[config.mk]
export PLATFORM = sky130hd
export DESIGN_NAME = permuted_tile_page_walker_unit
export DESIGN_NICKNAME = d
export VERILOG_FILES = /design/src/design/ptpw_pkg.sv /design/src/design/ptpw_front.sv /design/src/design/ptpw_div.sv /design/src/design/ptpw_back.sv /design/src/design/permuted_tile_page_walker_unit.sv
export SDC_FILE = /design/constraint.sdc
export NUM_CORES = 2
export LEC_CHECK = 0
export BUFFER_PORTS_ARGS = -buffer_cell sky130_fd_sc_hd__buf_4
export CAP_MARGIN = 20
export CORE_ASPECT_RATIO = 0.6
export CORE_UTILIZATION = 45
export DETAILED_ROUTE_END_ITERATION = 10
export MAX_ROUTING_LAYER = met4
export PLACE_DENSITY = 0.68
export SYNTH_ARGS = -nofsm -noshare
export SYNTH_HDL_FRONTEND = slang
export SYNTH_SLANG_ARGS = --single-unit
[constraint.sdc]
create_clock -name clock -period 7.04 [get_ports clock]
set_clock_uncertainty 0.05 [all_clocks]
set_input_delay 1.408 -clock clock [delete_from_list [all_inputs] [get_ports clock]]
set_output_delay 1.408 -clock clock [all_outputs]
set_load 0.02 [all_outputs]
[src/design/ptpw_pkg.sv]
// Shared types and constants for the permuted tile page walker.
package ptpw_pkg;

   // Field widths
   localparam int GROUP_W    = 20;
   localparam int COUNT_W    = 21;
   localparam int ADDR_W     = 32;
   localparam int NT_W       = 11;
   localparam int CT_W       = 7;
   localparam int LR_W       = 16;
   localparam int WRAP_HI_W  = 21;
   localparam int CSR_IDX_W  = 3;
   localparam int CSR_DATA_W = 32;
   localparam int BLK_W      = 6;
   localparam int ROW_W      = 6;
   localparam int VALID_W    = 6;

   // Tile geometry
   localparam int ROWS_PER_TILE = 32;
   localparam int ROW_SHIFT     = $clog2(ROWS_PER_TILE);
   localparam int TILE_ROW_W    = GROUP_W + ROW_SHIFT;
   localparam int CT_MAX        = 64;
   localparam int GEOM_W        = NT_W + CT_W;

   // Defaults and sizing
   localparam int PTPW_STREAM_WIDTH = 1;
   localparam int QUEUE_DEPTH       = 2;

   // Register reset values
   localparam logic [NT_W-1:0]      TILES_PER_ROW_RST = NT_W'(1);
   localparam logic [CT_W-1:0]      CHANNEL_TILES_RST = CT_W'(1);
   localparam logic [LR_W-1:0]      LOGICAL_ROWS_RST  = LR_W'(32);
   localparam logic [GROUP_W-1:0]   GROUP_STEP_RST    = GROUP_W'(1);
   localparam logic [WRAP_HI_W-1:0] WRAP_HIGH_RST     = WRAP_HI_W'(1048576);
   localparam logic [GROUP_W-1:0]   WRAP_LOW_RST      = '0;

   typedef enum logic {
      OP_START = 1'b0,
      OP_NEXT  = 1'b1
   } op_type;

   typedef enum logic [CSR_IDX_W-1:0] {
      CSR_TILES_PER_ROW = 3'd0,
      CSR_CHANNEL_TILES = 3'd1,
      CSR_LOGICAL_ROWS  = 3'd2,
      CSR_GROUP_STEP    = 3'd3,
      CSR_WRAP_HIGH     = 3'd4,
      CSR_WRAP_LOW      = 3'd5
   } csr_index_type;

   typedef enum logic [1:0] {
      BK_IDLE,
      BK_DIVIDE,
      BK_MUL1,
      BK_MUL2
   } back_state_type;

   typedef struct packed {
      op_type              op;
      logic [GROUP_W-1:0]  start_group;
      logic [COUNT_W-1:0]  group_count;
      logic [ADDR_W-1:0]   source_base;
   } cmd_type;

   typedef struct packed {
      logic [NT_W-1:0]      tiles_per_row;
      logic [CT_W-1:0]      channel_tiles;
      logic [LR_W-1:0]      logical_rows;
      logic [GROUP_W-1:0]   grp_step;
      logic [WRAP_HI_W-1:0] wrap_high;
      logic [GROUP_W-1:0]   wrap_low;
   } cfg_type;

endpackage

[src/design/ptpw_front.sv]
// Front end: accepts requests, classifies them and queues them for the back end.
module ptpw_front (
   input  logic                     clock,
   input  logic                     reset,
   input  logic                     req_valid,
   output logic                     req_stall,
   input  logic                     req_op,
   input  logic [ptpw_pkg::GROUP_W-1:0] req_start_group,
   input  logic [ptpw_pkg::COUNT_W-1:0] req_group_count,
   input  logic [ptpw_pkg::ADDR_W-1:0]  req_source_base,
   input  logic                     q_pop,
   output logic                     q_valid,
   output ptpw_pkg::cmd_type        q_cmd
);
   import ptpw_pkg::*;

   localparam int PTR_W = (QUEUE_DEPTH > 1) ? $clog2(QUEUE_DEPTH) : 1;
   localparam int CNT_W = $clog2(QUEUE_DEPTH + 1);

   cmd_type            slot_ff [QUEUE_DEPTH];
   logic [PTR_W-1:0]   wr_ptr_ff, wr_ptr_in;
   logic [PTR_W-1:0]   rd_ptr_ff, rd_ptr_in;
   logic [CNT_W-1:0]   count_ff, count_in;
   logic               push;
   cmd_type            new_cmd;

   // Classify the incoming request
   always_comb begin
      new_cmd.op          = op_type'(req_op);
      new_cmd.start_group = req_start_group;
      new_cmd.group_count = req_group_count;
      new_cmd.source_base = req_source_base;
   end

   assign req_stall = (count_ff == CNT_W'(QUEUE_DEPTH));
   assign push      = req_valid && !req_stall;
   assign q_valid   = (count_ff != '0);
   assign q_cmd     = slot_ff[rd_ptr_ff];

   // Advance pointers and occupancy
   always_comb begin
      wr_ptr_in = wr_ptr_ff;
      rd_ptr_in = rd_ptr_ff;
      count_in  = count_ff;
      if (push) begin
         wr_ptr_in = (wr_ptr_ff == PTR_W'(QUEUE_DEPTH - 1)) ? '0 : PTR_W'(wr_ptr_ff + 1'b1);
      end
      if (q_pop) begin
         rd_ptr_in = (rd_ptr_ff == PTR_W'(QUEUE_DEPTH - 1)) ? '0 : PTR_W'(rd_ptr_ff + 1'b1);
      end
      if (push && !q_pop) begin
         count_in = CNT_W'(count_ff + 1'b1);
      end else if (!push && q_pop) begin
         count_in = CNT_W'(count_ff - 1'b1);
      end
   end

   always_ff @(posedge clock) begin
      if (reset) begin
         wr_ptr_ff <= '0;
         rd_ptr_ff <= '0;
         count_ff  <= '0;
      end else begin
         wr_ptr_ff <= wr_ptr_in;
         rd_ptr_ff <= rd_ptr_in;
         count_ff  <= count_in;
      end
   end

   // Hold queued requests
   always_ff @(posedge clock) begin
      if (push) begin
         slot_ff[wr_ptr_ff] <= new_cmd;
      end
   end

endmodule

[src/design/ptpw_div.sv]
// Restoring divider splitting a group index into row tile and column tile.
module ptpw_div (
   input  logic                          clock,
   input  logic                          reset,
   input  logic                          start,
   input  logic [ptpw_pkg::GROUP_W-1:0]  dividend,
   input  logic [ptpw_pkg::NT_W-1:0]     divisor,
   output logic                          done,
   output logic [ptpw_pkg::GROUP_W-1:0]  quotient,
   output logic [ptpw_pkg::NT_W-1:0]     remainder
);
   import ptpw_pkg::*;

   localparam int CNT_W = $clog2(GROUP_W);

   logic                busy_ff, busy_in;
   logic                done_ff, done_in;
   logic [CNT_W-1:0]    cnt_ff, cnt_in;
   logic [GROUP_W-1:0]  quot_ff, quot_in;
   logic [NT_W-1:0]     rem_ff, rem_in;
   logic [NT_W-1:0]     dsr_ff, dsr_in;
   logic [NT_W:0]       rem_sh;
   logic [NT_W:0]       diff;
   logic                fits;

   // One quotient bit per cycle
   assign rem_sh = {rem_ff, quot_ff[GROUP_W-1]};
   assign diff   = rem_sh - {1'b0, dsr_ff};
   assign fits   = (rem_sh >= {1'b0, dsr_ff});

   always_comb begin
      busy_in = busy_ff;
      done_in = 1'b0;
      cnt_in  = cnt_ff;
      quot_in = quot_ff;
      rem_in  = rem_ff;
      dsr_in  = dsr_ff;
      if (start) begin
         busy_in = 1'b1;
         cnt_in  = CNT_W'(GROUP_W - 1);
         quot_in = dividend;
         rem_in  = '0;
         dsr_in  = divisor;
      end else if (busy_ff) begin
         quot_in = {quot_ff[GROUP_W-2:0], fits};
         rem_in  = fits ? diff[NT_W-1:0] : rem_sh[NT_W-1:0];
         if (cnt_ff == '0) begin
            busy_in = 1'b0;
            done_in = 1'b1;
         end else begin
            cnt_in = CNT_W'(cnt_ff - 1'b1);
         end
      end
   end

   always_ff @(posedge clock) begin
      if (reset) begin
         busy_ff <= 1'b0;
         done_ff <= 1'b0;
      end else begin
         busy_ff <= busy_in;
         done_ff <= done_in;
      end
   end

   always_ff @(posedge clock) begin
      cnt_ff  <= cnt_in;
      quot_ff <= quot_in;
      rem_ff  <= rem_in;
      dsr_ff  <= dsr_in;
   end

   assign done      = done_ff;
   assign quotient  = quot_ff;
   assign remainder = rem_ff;

endmodule

[src/design/ptpw_back.sv]
// Back end: walks groups, rows and stream pages and drives the response register.
module ptpw_back #(
   parameter int STREAM_WIDTH = ptpw_pkg::PTPW_STREAM_WIDTH
) (
   input  logic                         clock,
   input  logic                         reset,
   input  ptpw_pkg::cfg_type            cfg,
   input  logic                         cfg_write,
   input  logic                         q_valid,
   input  ptpw_pkg::cmd_type            q_cmd,
   output logic                         q_pop,
   output logic                         rsp_valid,
   input  logic                         rsp_stall,
   output logic [ptpw_pkg::ADDR_W-1:0]  rsp_page_index,
   output logic [ptpw_pkg::ADDR_W-1:0]  rsp_base_address,
   output logic                         rsp_is_padding,
   output logic                         rsp_group_end,
   output logic                         rsp_walk_end,
   output logic                         rsp_exhausted
);
   import ptpw_pkg::*;

   localparam int SO_W = (STREAM_WIDTH > 1) ? $clog2(STREAM_WIDTH) : 1;
   localparam int RO_W = ROW_W + GEOM_W;

   // Walk state
   back_state_type      state_ff, state_in;
   logic [GROUP_W-1:0]  cur_ff, cur_in;
   logic [COUNT_W-1:0]  left_ff, left_in;
   logic [BLK_W-1:0]    blk_ff, blk_in;
   logic [ROW_W-1:0]    row_ff, row_in;
   logic [SO_W-1:0]     so_ff, so_in;
   logic [ADDR_W-1:0]   base_ff, base_in;
   logic                stale_ff, stale_in;

   // Cached group geometry
   logic [ADDR_W-1:0]   p1_ff, p1_in;
   logic [GEOM_W-1:0]   rs_ff, rs_in;
   logic [GEOM_W-1:0]   pad_base_ff, pad_base_in;
   logic [VALID_W-1:0]  valid_ff, valid_in;
   logic [ADDR_W-1:0]   tile_ff, tile_in;

   // Response register
   logic                rsp_valid_ff, rsp_valid_in;
   logic [ADDR_W-1:0]   page_ff, page_in;
   logic [ADDR_W-1:0]   base_out_ff, base_out_in;
   logic                pad_ff, pad_in;
   logic                gend_ff, gend_in;
   logic                wend_ff, wend_in;
   logic                exh_ff, exh_in;

   // Divider hookup
   logic                div_start;
   logic                div_done;
   logic [GROUP_W-1:0]  div_quot;
   logic [NT_W-1:0]     div_rem;

   // Datapath intermediates
   logic [NT_W-1:0]             nt_eff;
   logic [CT_W-1:0]             ct_eff;
   logic [TILE_ROW_W-1:0]       tile_row0;
   logic [TILE_ROW_W:0]         row_end;
   logic [TILE_ROW_W+NT_W-1:0]  p1_full;
   logic [ADDR_W+CT_W-1:0]      tile_full;
   logic [RO_W-1:0]             row_off;
   logic [ADDR_W-1:0]           ct0;
   logic [ADDR_W-1:0]           row_page;
   logic [ADDR_W-1:0]           fill_page;
   logic [ADDR_W-1:0]           page;
   logic                        pad;
   logic                        last_k;
   logic                        last_row;
   logic                        last_blk;
   logic                        gend;
   logic [COUNT_W-1:0]          grp_sum;
   logic [GROUP_W-1:0]          next_group;
   logic                        out_free;

   ptpw_div u_div (
      .clock     (clock),
      .reset     (reset),
      .start     (div_start),
      .dividend  (cur_ff),
      .divisor   (nt_eff),
      .done      (div_done),
      .quotient  (div_quot),
      .remainder (div_rem)
   );

   // Clamp configuration to usable ranges
   assign nt_eff = (cfg.tiles_per_row == '0) ? NT_W'(1) : cfg.tiles_per_row;
   assign ct_eff = (cfg.channel_tiles == '0)                 ? CT_W'(1) :
                   (cfg.channel_tiles > CT_W'(CT_MAX))       ? CT_W'(CT_MAX) :
                   cfg.channel_tiles;

   // Geometry products, one multiplier stage per state
   assign tile_row0 = {div_quot, {ROW_SHIFT{1'b0}}};
   assign row_end   = {1'b0, tile_row0} + (TILE_ROW_W+1)'(ROWS_PER_TILE);
   assign p1_full   = tile_row0 * nt_eff;
   assign tile_full = (p1_ff + ADDR_W'(div_rem)) * ct_eff;

   // Page address of the current step
   assign row_off   = row_ff * rs_ff;
   assign ct0       = ADDR_W'(blk_ff) * ADDR_W'(STREAM_WIDTH);
   assign row_page  = tile_ff + ADDR_W'(row_off) + ct0;
   assign fill_page = ADDR_W'(pad_base_ff) + ct0;
   assign pad       = (row_ff >= valid_ff);
   assign page      = (pad ? fill_page : row_page) + ADDR_W'(so_ff);

   // End-of-loop flags
   assign last_k   = (int'(so_ff) + 1 >= STREAM_WIDTH);
   assign last_row = (int'(row_ff) + 1 >= ROWS_PER_TILE);
   assign last_blk = ((int'(blk_ff) + 1) * STREAM_WIDTH >= int'(ct_eff));
   assign gend     = last_k && last_row && last_blk;

   // Group advance with fold
   assign grp_sum    = {1'b0, cur_ff} + {1'b0, cfg.grp_step};
   assign next_group = (grp_sum == cfg.wrap_high) ? cfg.wrap_low : grp_sum[GROUP_W-1:0];

   assign out_free = !rsp_valid_ff || !rsp_stall;

   // Sequencer: next state, walk update and response
   always_comb begin
      state_in     = state_ff;
      cur_in       = cur_ff;
      left_in      = left_ff;
      blk_in       = blk_ff;
      row_in       = row_ff;
      so_in        = so_ff;
      base_in      = base_ff;
      stale_in     = stale_ff;
      p1_in        = p1_ff;
      rs_in        = rs_ff;
      pad_base_in  = pad_base_ff;
      valid_in     = valid_ff;
      tile_in      = tile_ff;
      rsp_valid_in = rsp_valid_ff;
      page_in      = page_ff;
      base_out_in  = base_out_ff;
      pad_in       = pad_ff;
      gend_in      = gend_ff;
      wend_in      = wend_ff;
      exh_in       = exh_ff;
      q_pop        = 1'b0;
      div_start    = 1'b0;

      // Drop the response once taken
      if (rsp_valid_ff && !rsp_stall) begin
         rsp_valid_in = 1'b0;
      end

      case (state_ff)
         BK_IDLE: begin
            if (q_valid) begin
               if (q_cmd.op == OP_START) begin
                  q_pop    = 1'b1;
                  cur_in   = q_cmd.start_group;
                  left_in  = q_cmd.group_count;
                  base_in  = q_cmd.source_base;
                  blk_in   = '0;
                  row_in   = '0;
                  so_in    = '0;
                  stale_in = 1'b1;
               end else if (left_ff == '0) begin
                  if (out_free) begin
                     q_pop        = 1'b1;
                     rsp_valid_in = 1'b1;
                     page_in      = '0;
                     base_out_in  = base_ff;
                     pad_in       = 1'b0;
                     gend_in      = 1'b0;
                     wend_in      = 1'b0;
                     exh_in       = 1'b1;
                  end
               end else if (stale_ff) begin
                  div_start = 1'b1;
                  state_in  = BK_DIVIDE;
               end else if (out_free) begin
                  q_pop        = 1'b1;
                  rsp_valid_in = 1'b1;
                  page_in      = page;
                  base_out_in  = base_ff;
                  pad_in       = pad;
                  gend_in      = gend;
                  wend_in      = gend && (left_ff == COUNT_W'(1));
                  exh_in       = 1'b0;
                  // Advance stream offset, row, channel block, group
                  if (!last_k) begin
                     so_in = SO_W'(so_ff + 1'b1);
                  end else begin
                     so_in = '0;
                     if (!last_row) begin
                        row_in = ROW_W'(row_ff + 1'b1);
                     end else begin
                        row_in = '0;
                        if (!last_blk) begin
                           blk_in = BLK_W'(blk_ff + 1'b1);
                        end else begin
                           blk_in   = '0;
                           left_in  = COUNT_W'(left_ff - 1'b1);
                           cur_in   = next_group;
                           stale_in = 1'b1;
                        end
                     end
                  end
               end
            end
         end
         BK_DIVIDE: begin
            if (div_done) begin
               state_in = BK_MUL1;
            end
         end
         BK_MUL1: begin
            p1_in       = p1_full[ADDR_W-1:0];
            rs_in       = nt_eff * ct_eff;
            pad_base_in = div_rem * ct_eff;
            if (row_end <= (TILE_ROW_W+1)'(cfg.logical_rows)) begin
               valid_in = VALID_W'(ROWS_PER_TILE);
            end else if (tile_row0 >= TILE_ROW_W'(cfg.logical_rows)) begin
               valid_in = '0;
            end else begin
               valid_in = VALID_W'(TILE_ROW_W'(cfg.logical_rows) - tile_row0);
            end
            state_in = BK_MUL2;
         end
         BK_MUL2: begin
            tile_in  = tile_full[ADDR_W-1:0];
            stale_in = 1'b0;
            state_in = BK_IDLE;
         end
         default: begin
            state_in = BK_IDLE;
         end
      endcase

      // Any register write invalidates the cached geometry
      if (cfg_write) begin
         stale_in = 1'b1;
      end
   end

   always_ff @(posedge clock) begin
      if (reset) begin
         state_ff     <= BK_IDLE;
         cur_ff       <= '0;
         left_ff      <= '0;
         blk_ff       <= '0;
         row_ff       <= '0;
         so_ff        <= '0;
         base_ff      <= '0;
         stale_ff     <= 1'b1;
         rsp_valid_ff <= 1'b0;
      end else begin
         state_ff     <= state_in;
         cur_ff       <= cur_in;
         left_ff      <= left_in;
         blk_ff       <= blk_in;
         row_ff       <= row_in;
         so_ff        <= so_in;
         base_ff      <= base_in;
         stale_ff     <= stale_in;
         rsp_valid_ff <= rsp_valid_in;
      end
   end

   always_ff @(posedge clock) begin
      p1_ff       <= p1_in;
      rs_ff       <= rs_in;
      pad_base_ff <= pad_base_in;
      valid_ff    <= valid_in;
      tile_ff     <= tile_in;
      page_ff     <= page_in;
      base_out_ff <= base_out_in;
      pad_ff      <= pad_in;
      gend_ff     <= gend_in;
      wend_ff     <= wend_in;
      exh_ff      <= exh_in;
   end

   assign rsp_valid        = rsp_valid_ff;
   assign rsp_page_index   = page_ff;
   assign rsp_base_address = base_out_ff;
   assign rsp_is_padding   = pad_ff;
   assign rsp_group_end    = gend_ff;
   assign rsp_walk_end     = wend_ff;
   assign rsp_exhausted    = exh_ff;

endmodule

[src/design/permuted_tile_page_walker_unit.sv]
// Top level of the permuted tile page walker: register file, front end and back end.
//
// Usage: a request with op START latches start_group, group_count and source_base
// and produces no response. Each request with op NEXT produces exactly one response:
// the next source page of the walk, with padding, group-end and walk-end flags, or
// a response with exhausted set once all groups are done.
// Channels: req_* and rsp_* use valid/stall; a request is taken when valid is high
// and stall is low. csr_* writes one register per valid/ready beat; csr_ready is
// always high. Write registers only while the block is idle.
// A NEXT request that opens a new group waits for the group split: the back end
// starts the restoring divider, waits in BK_DIVIDE until it is done, forms the
// products in BK_MUL1 and BK_MUL2, and issues the page on its return to BK_IDLE.
// Within a group pages leave at one per cycle unless stalled. The divider sets the
// per-group cost, spread over channel blocks times 32 rows times the stream width.
// A two-entry request queue sits between the front and back ends, and the response
// register lets the back end compute the next page while a result is still waiting.
// Reset: synchronous, active high; clears the walk (no groups left) and loads the
// register defaults. A stalled response holds; the back end stops once the
// response register is full and the queue fills and raises req_stall.
module permuted_tile_page_walker_unit #(
   parameter int STREAM_WIDTH = ptpw_pkg::PTPW_STREAM_WIDTH
) (
   input  logic                            clock,
   input  logic                            reset,
   input  logic                            req_valid,
   output logic                            req_stall,
   input  logic                            req_op,
   input  logic [ptpw_pkg::GROUP_W-1:0]    req_start_group,
   input  logic [ptpw_pkg::COUNT_W-1:0]    req_group_count,
   input  logic [ptpw_pkg::ADDR_W-1:0]     req_source_base,
   output logic                            rsp_valid,
   input  logic                            rsp_stall,
   output logic [ptpw_pkg::ADDR_W-1:0]     rsp_page_index,
   output logic [ptpw_pkg::ADDR_W-1:0]     rsp_base_address,
   output logic                            rsp_is_padding,
   output logic                            rsp_group_end,
   output logic                            rsp_walk_end,
   output logic                            rsp_exhausted,
   input  logic                            csr_valid,
   output logic                            csr_ready,
   input  logic [ptpw_pkg::CSR_IDX_W-1:0]  csr_index,
   input  logic [ptpw_pkg::CSR_DATA_W-1:0] csr_data
);
   import ptpw_pkg::*;

   cfg_type  cfg_ff, cfg_in;
   logic     cfg_write;
   logic     q_valid;
   logic     q_pop;
   cmd_type  q_cmd;

   assign csr_ready = 1'b1;
   assign cfg_write = csr_valid && csr_ready;

   // Decode register writes
   always_comb begin
      cfg_in = cfg_ff;
      if (cfg_write) begin
         case (csr_index)
            CSR_TILES_PER_ROW: cfg_in.tiles_per_row = csr_data[NT_W-1:0];
            CSR_CHANNEL_TILES: cfg_in.channel_tiles = csr_data[CT_W-1:0];
            CSR_LOGICAL_ROWS:  cfg_in.logical_rows  = csr_data[LR_W-1:0];
            CSR_GROUP_STEP:    cfg_in.grp_step      = csr_data[GROUP_W-1:0];
            CSR_WRAP_HIGH:     cfg_in.wrap_high     = csr_data[WRAP_HI_W-1:0];
            CSR_WRAP_LOW:      cfg_in.wrap_low      = csr_data[GROUP_W-1:0];
            default:           cfg_in = cfg_ff;
         endcase
      end
   end

   always_ff @(posedge clock) begin
      if (reset) begin
         cfg_ff.tiles_per_row <= TILES_PER_ROW_RST;
         cfg_ff.channel_tiles <= CHANNEL_TILES_RST;
         cfg_ff.logical_rows  <= LOGICAL_ROWS_RST;
         cfg_ff.grp_step      <= GROUP_STEP_RST;
         cfg_ff.wrap_high     <= WRAP_HIGH_RST;
         cfg_ff.wrap_low      <= WRAP_LOW_RST;
      end else begin
         cfg_ff <= cfg_in;
      end
   end

   ptpw_front u_front (
      .clock           (clock),
      .reset           (reset),
      .req_valid       (req_valid),
      .req_stall       (req_stall),
      .req_op          (req_op),
      .req_start_group (req_start_group),
      .req_group_count (req_group_count),
      .req_source_base (req_source_base),
      .q_pop           (q_pop),
      .q_valid         (q_valid),
      .q_cmd           (q_cmd)
   );

   ptpw_back #(
      .STREAM_WIDTH (STREAM_WIDTH)
   ) u_back (
      .clock            (clock),
      .reset            (reset),
      .cfg              (cfg_ff),
      .cfg_write        (cfg_write),
      .q_valid          (q_valid),
      .q_cmd            (q_cmd),
      .q_pop            (q_pop),
      .rsp_valid        (rsp_valid),
      .rsp_stall        (rsp_stall),
      .rsp_page_index   (rsp_page_index),
      .rsp_base_address (rsp_base_address),
      .rsp_is_padding   (rsp_is_padding),
      .rsp_group_end    (rsp_group_end),
      .rsp_walk_end     (rsp_walk_end),
      .rsp_exhausted    (rsp_exhausted)
   );

endmodule
==> flow_metrics.py <==
metrics = {
    "clock_tree": {
        "postCtsHoldBufs": 0,
        "clock_latency_ns": 0.66,
        "clk_pin_slew_ns": 0.06,
        "clkSinkCount": 555,
        "cts_made_buffers": 53,
        "tritoncts": "yes",
        "cts_buffer_depth": 3,
        "root_buffer": "clkbuf_16",
        "cts-htree-levels": 2,
    },
    "placed_design": {
        "place_congestion": 0.927,
        "dp_hpwl_mm": 89.9,
        "place_ws_ns": -0.0260,
        "io_buffers": 172,
    },
    "logic_synthesis": {
        "synth_compound_area_share_pct": 9.85,
        "synth_ff_type": "edfxtp_1",
        "synth-simple-area-share_pct": 16.9,
        "synth_edf_count": 348,
        "syn_avg_cell_area_um2": 9.48,
        "syn_inst": 4875,
        "synth-xor-area-share_pct": 4.17,
        "synth.largest_area_cell": "edfxtp_1",
        "synth_top_area_share_pct": 22.6,
        "ys_seq_area_share_pct": 31.6,
        "synth_top_family_by_area": "adder cells",
        "synthAdderAreaFrac_pct": 28.1,
        "mappedNetlistArea_um2": 46200,
        "muxShareOfSynthArea_pct": 2.32,
        "yosys_warnings": 0,
        "synth_cell_types": 93,
        "async_flop_share_pct": 0,
        "synth_area_leaders": "edfxtp_1 (23%), fa_1 (20%), dfxtp_1 (9.0%)",
        "syn-num-nets": 5750,
        "synth-seq-cells": 555,
    },
    "critical_path": {
        "crit_top_cell": "a21o_1",
        "reg2reg_slack_ns": 0.26,
        "r2r.worst_path.cells": 26,
        "r2r-start": "u_back.u_div.remainder[6]",
        "crit_fanout": 10,
        "cp-start-kind": "flop",
        "cp_slowest_cell": "fa_1",
        "cp-end-kind": "flop",
        "arrival_ns": 7.11,
        "critPathKind": "reg2reg",
        "cp.required_ns": 7.37,
        "regToRegEndpoint": "u_back.tile_ff[31]",
        "cp_slowest_stage_delay_ns": 0.56,
    },
    "drt": {
        "route.vias.total": 34700,
        "routed_wirelength_mm": 118,
        "firstDrtPassIters": 7,
        "drtIter0Drc": 3294,
        "via_per_inst": 5.45,
        "antenna_left": 0,
        "post_drt_wl_per_cell_um": 18.6,
        "drc": 0,
    },
    "cells_and_area": {
        "drive_above_1_share_pct": 8.67,
        "antenna_cells": 0,
        "nets": 5849,
        "syn2layout_area_growth_pct": 10.6,
    },
    "global_routing": {
        "overflow": 0,
        "antenna_found_initial": 1,
        "grt_pass1_vias": 34100,
        "grt_pass1_wl_mm": 190,
        "grt_max_degree": 101,
        "grt_usage_pct": 23.6,
    },
    "min_path": {
        "min_to": "u_back.rsp_base_address[4]",
        "worstHoldStart": "u_back.base_ff[4]",
        "hp-class": "reg2reg",
        "min_path_cells": 0,
    },
    "floorplan": {
        "die_h_um": 250,
        "die_w_um": 416,
        "rows": 90,
        "coreArea_um2": 101000,
        "die_area_um2": 104000,
        "io_pins": 185,
        "start_util_pct": 45.7,
    },
    "sta": {
        "fmax_ghz": 0.147,
        "finalSetupTns_ns": 0,
        "worst_pin_slew_ns": 1.15,
        "relSlewSlack_pct": 22.4,
        "rsz0062_at_grt": "no",
        "setup_viol": 0,
        "finalHoldViolCount": 0,
        "holdWs_ns": 0.380,
        "min_period_over_period_pct": 96.3,
        "drv_slew": 0,
        "finalWorstSetupSlack_ns": 0.258,
        "post-route-min-period_ns": 6.78,
    },
    "run": {
        "drv_cap": 0,
    },
    "power_and_ir_drop": {
        "p_per_area_nw_per_um2": 274,
        "irDropWorstVdd_mv": 0.330,
        "power_leakage_uw": 0.0223,
    },
    "status": {
        "status": "finished clean",
    },
}
[per-layer routing]
layer / global-route usage (%) / routed length (µm)
met3: 4.79 / 10500
met4: 4.27 / 1740
met1: 35.9 / 58200
met2: 32.2 / 47900
met5: - / 0
[critical path: cells and delay by family, from the launching register on]
family                     cells  cell delay [ns]
AOI/OAI and AO/OA             10             1.80
xor gates and xnor gates       2             0.28
adders and majority gates      6             2.70
buffers and inverters          4             0.45
DFF                            1             0.31
and+or+nand+nor                4             0.94
[worst max path at each step]
stage / from / end / slack (ns) / cells after the start
floorplan: u_back.u_div.remainder[6] / u_back.tile_ff[31] / 0.25 / 26
global placement: u_back.u_div.remainder[5] / u_back.tile_ff[31] / 0.11 / 26
detailed placement: u_back.u_div.remainder[5] / u_back.tile_ff[31] / -0.03 / 26
CTS: u_back.u_div.remainder[5] / u_back.tile_ff[31] / 0.14 / 26
global route: u_back.u_div.remainder[5] / u_back.tile_ff[31] / 0.003 / 28
finish: u_back.u_div.remainder[6] / u_back.tile_ff[31] / 0.26 / 26
[cells in the mapped netlist, types with 8 or more instances]
cell type	count
nor2_1	352
edfxtp_1	348
or2_2	14
nor3b_1	16
o31a_1	8
nand3b_1	8
nand2_1	652
and2_1	240
nand4_1	30
o2111ai_1	12
nor3_1	84
o21ai_0	122
or4_1	12
fa_1	462
mux2i_1	96
xnor2_1	150
a211oi_1	56
nand2b_1	32
and4_1	12
nand3_1	80
a21o_1	42
o21a_1	32
o21ai_1	9
o31ai_1	16
ha_1	299
and3_1	27
or3_1	23
nor2b_1	32
buf_1	17
o21bai_1	22
inv_1	628
a21oi_1	247
a31oi_1	29
o211ai_1	17
mux2_2	10
dfxtp_1	207
xor2_1	65
nor4_1	29
clkbuf_1	200
[cells by family (layout without fill, tap and decap cells)]
kind of cell / count (synthesis) / after routing
buf+inv: 861 / 1005
mux: 106 / 106
fa+ha+maj: 761 / 761
compound gates: 712 / 712
flops: 555 / 555
simple gates: 1661 / 1661
other cells: 2 / 2
xor+xnor: 217 / 217
[sequential cells by signal, summed over array words and instances, names as in the netlist, 6 cells and up, named ones only]
register,flops
cfg_ff,95
u_back.base_ff,32
u_back.blk_ff,6
u_back.cur_ff,20
u_back.left_ff,21
u_back.p1_ff,27
u_back.pad_base_ff,18
u_back.row_ff,6
u_back.rs_ff,18
u_back.rsp_base_address,32
u_back.rsp_page_index,32
u_back.tile_ff,32
u_back.u_div.dsr_ff,11
u_back.u_div.quotient,20
u_back.u_div.remainder,11
u_back.valid_ff,6
u_front.slot_ff,148
[placed cells by master (no fill, tap or decap), types with 42 or more instances in the layout]
cell       synthesis  layout
a211oi_1          56      55
a21o_1            42      42
a21oi_1          247     243
and2_1           240     240
buf_4              2     267
clkbuf_16          0      54
dfxtp_1          207     206
edfxtp_1         348     348
fa_1             462     462
ha_1             299     298
inv_1            628     628
mux2i_1           96      95
nand2_1          652     652
nand3_1           80      80
nor2_1           352     348
nor3_1            84      83
o21ai_0          122     120
xnor2_1          150     149
xor2_1            65      62
[through the flow]
stage | util, % | power, µW | cell area [µm²] | instances
after floorplan | - | 9040 | 46200 | 4875
after detailed placement | 48.6 | 10900 | 49100 | 6244
after global placement | 48.6 | 10800 | 49100 | 6244
after CTS | 50.4 | 14000 | 51000 | 6344
after global routing | 50.6 | 15000 | 51100 | 6353
final | 50.6 | 14000 | 51100 | 6353
[where the power goes]
group          leakage (µW)  internal, µW  total (µW)  switching [µW]
clock network      0.000884          1700        3020            1330
logic                0.0165          2290        5970            3680
registers           0.00490          4330        5000             679
total                0.0223          8310       14000            5680
[timing repair]
| item | CTS | global route |
|---|---|---|
| gates resized for setup | 1 | 13 |
| setup buffers | 0 | 3 |
| cloned | 0 | 0 |
| pin swaps | 0 | 2 |
| endpoints found under the hold margin | 0 | 0 |
| setup endpoints to repair | 1 | 6 |
[final cells by class]
| cell class | instances | area [µm²] |
|---|---|---|
| Sequential cell | 555 | 14600 |
| Multi-Input combinational cell | 3459 | 28600 |
| Clock inverter | 28 | 335 |
| Clock buffer | 72 | 1500 |
| Inverter | 631 | 2370 |
| Timing Repair Buffer | 274 | 2090 |
| Tap cell | 1334 | 1670 |
| Fill cell | 9302 | 50000 |
(Power assumes the default switching activity.)
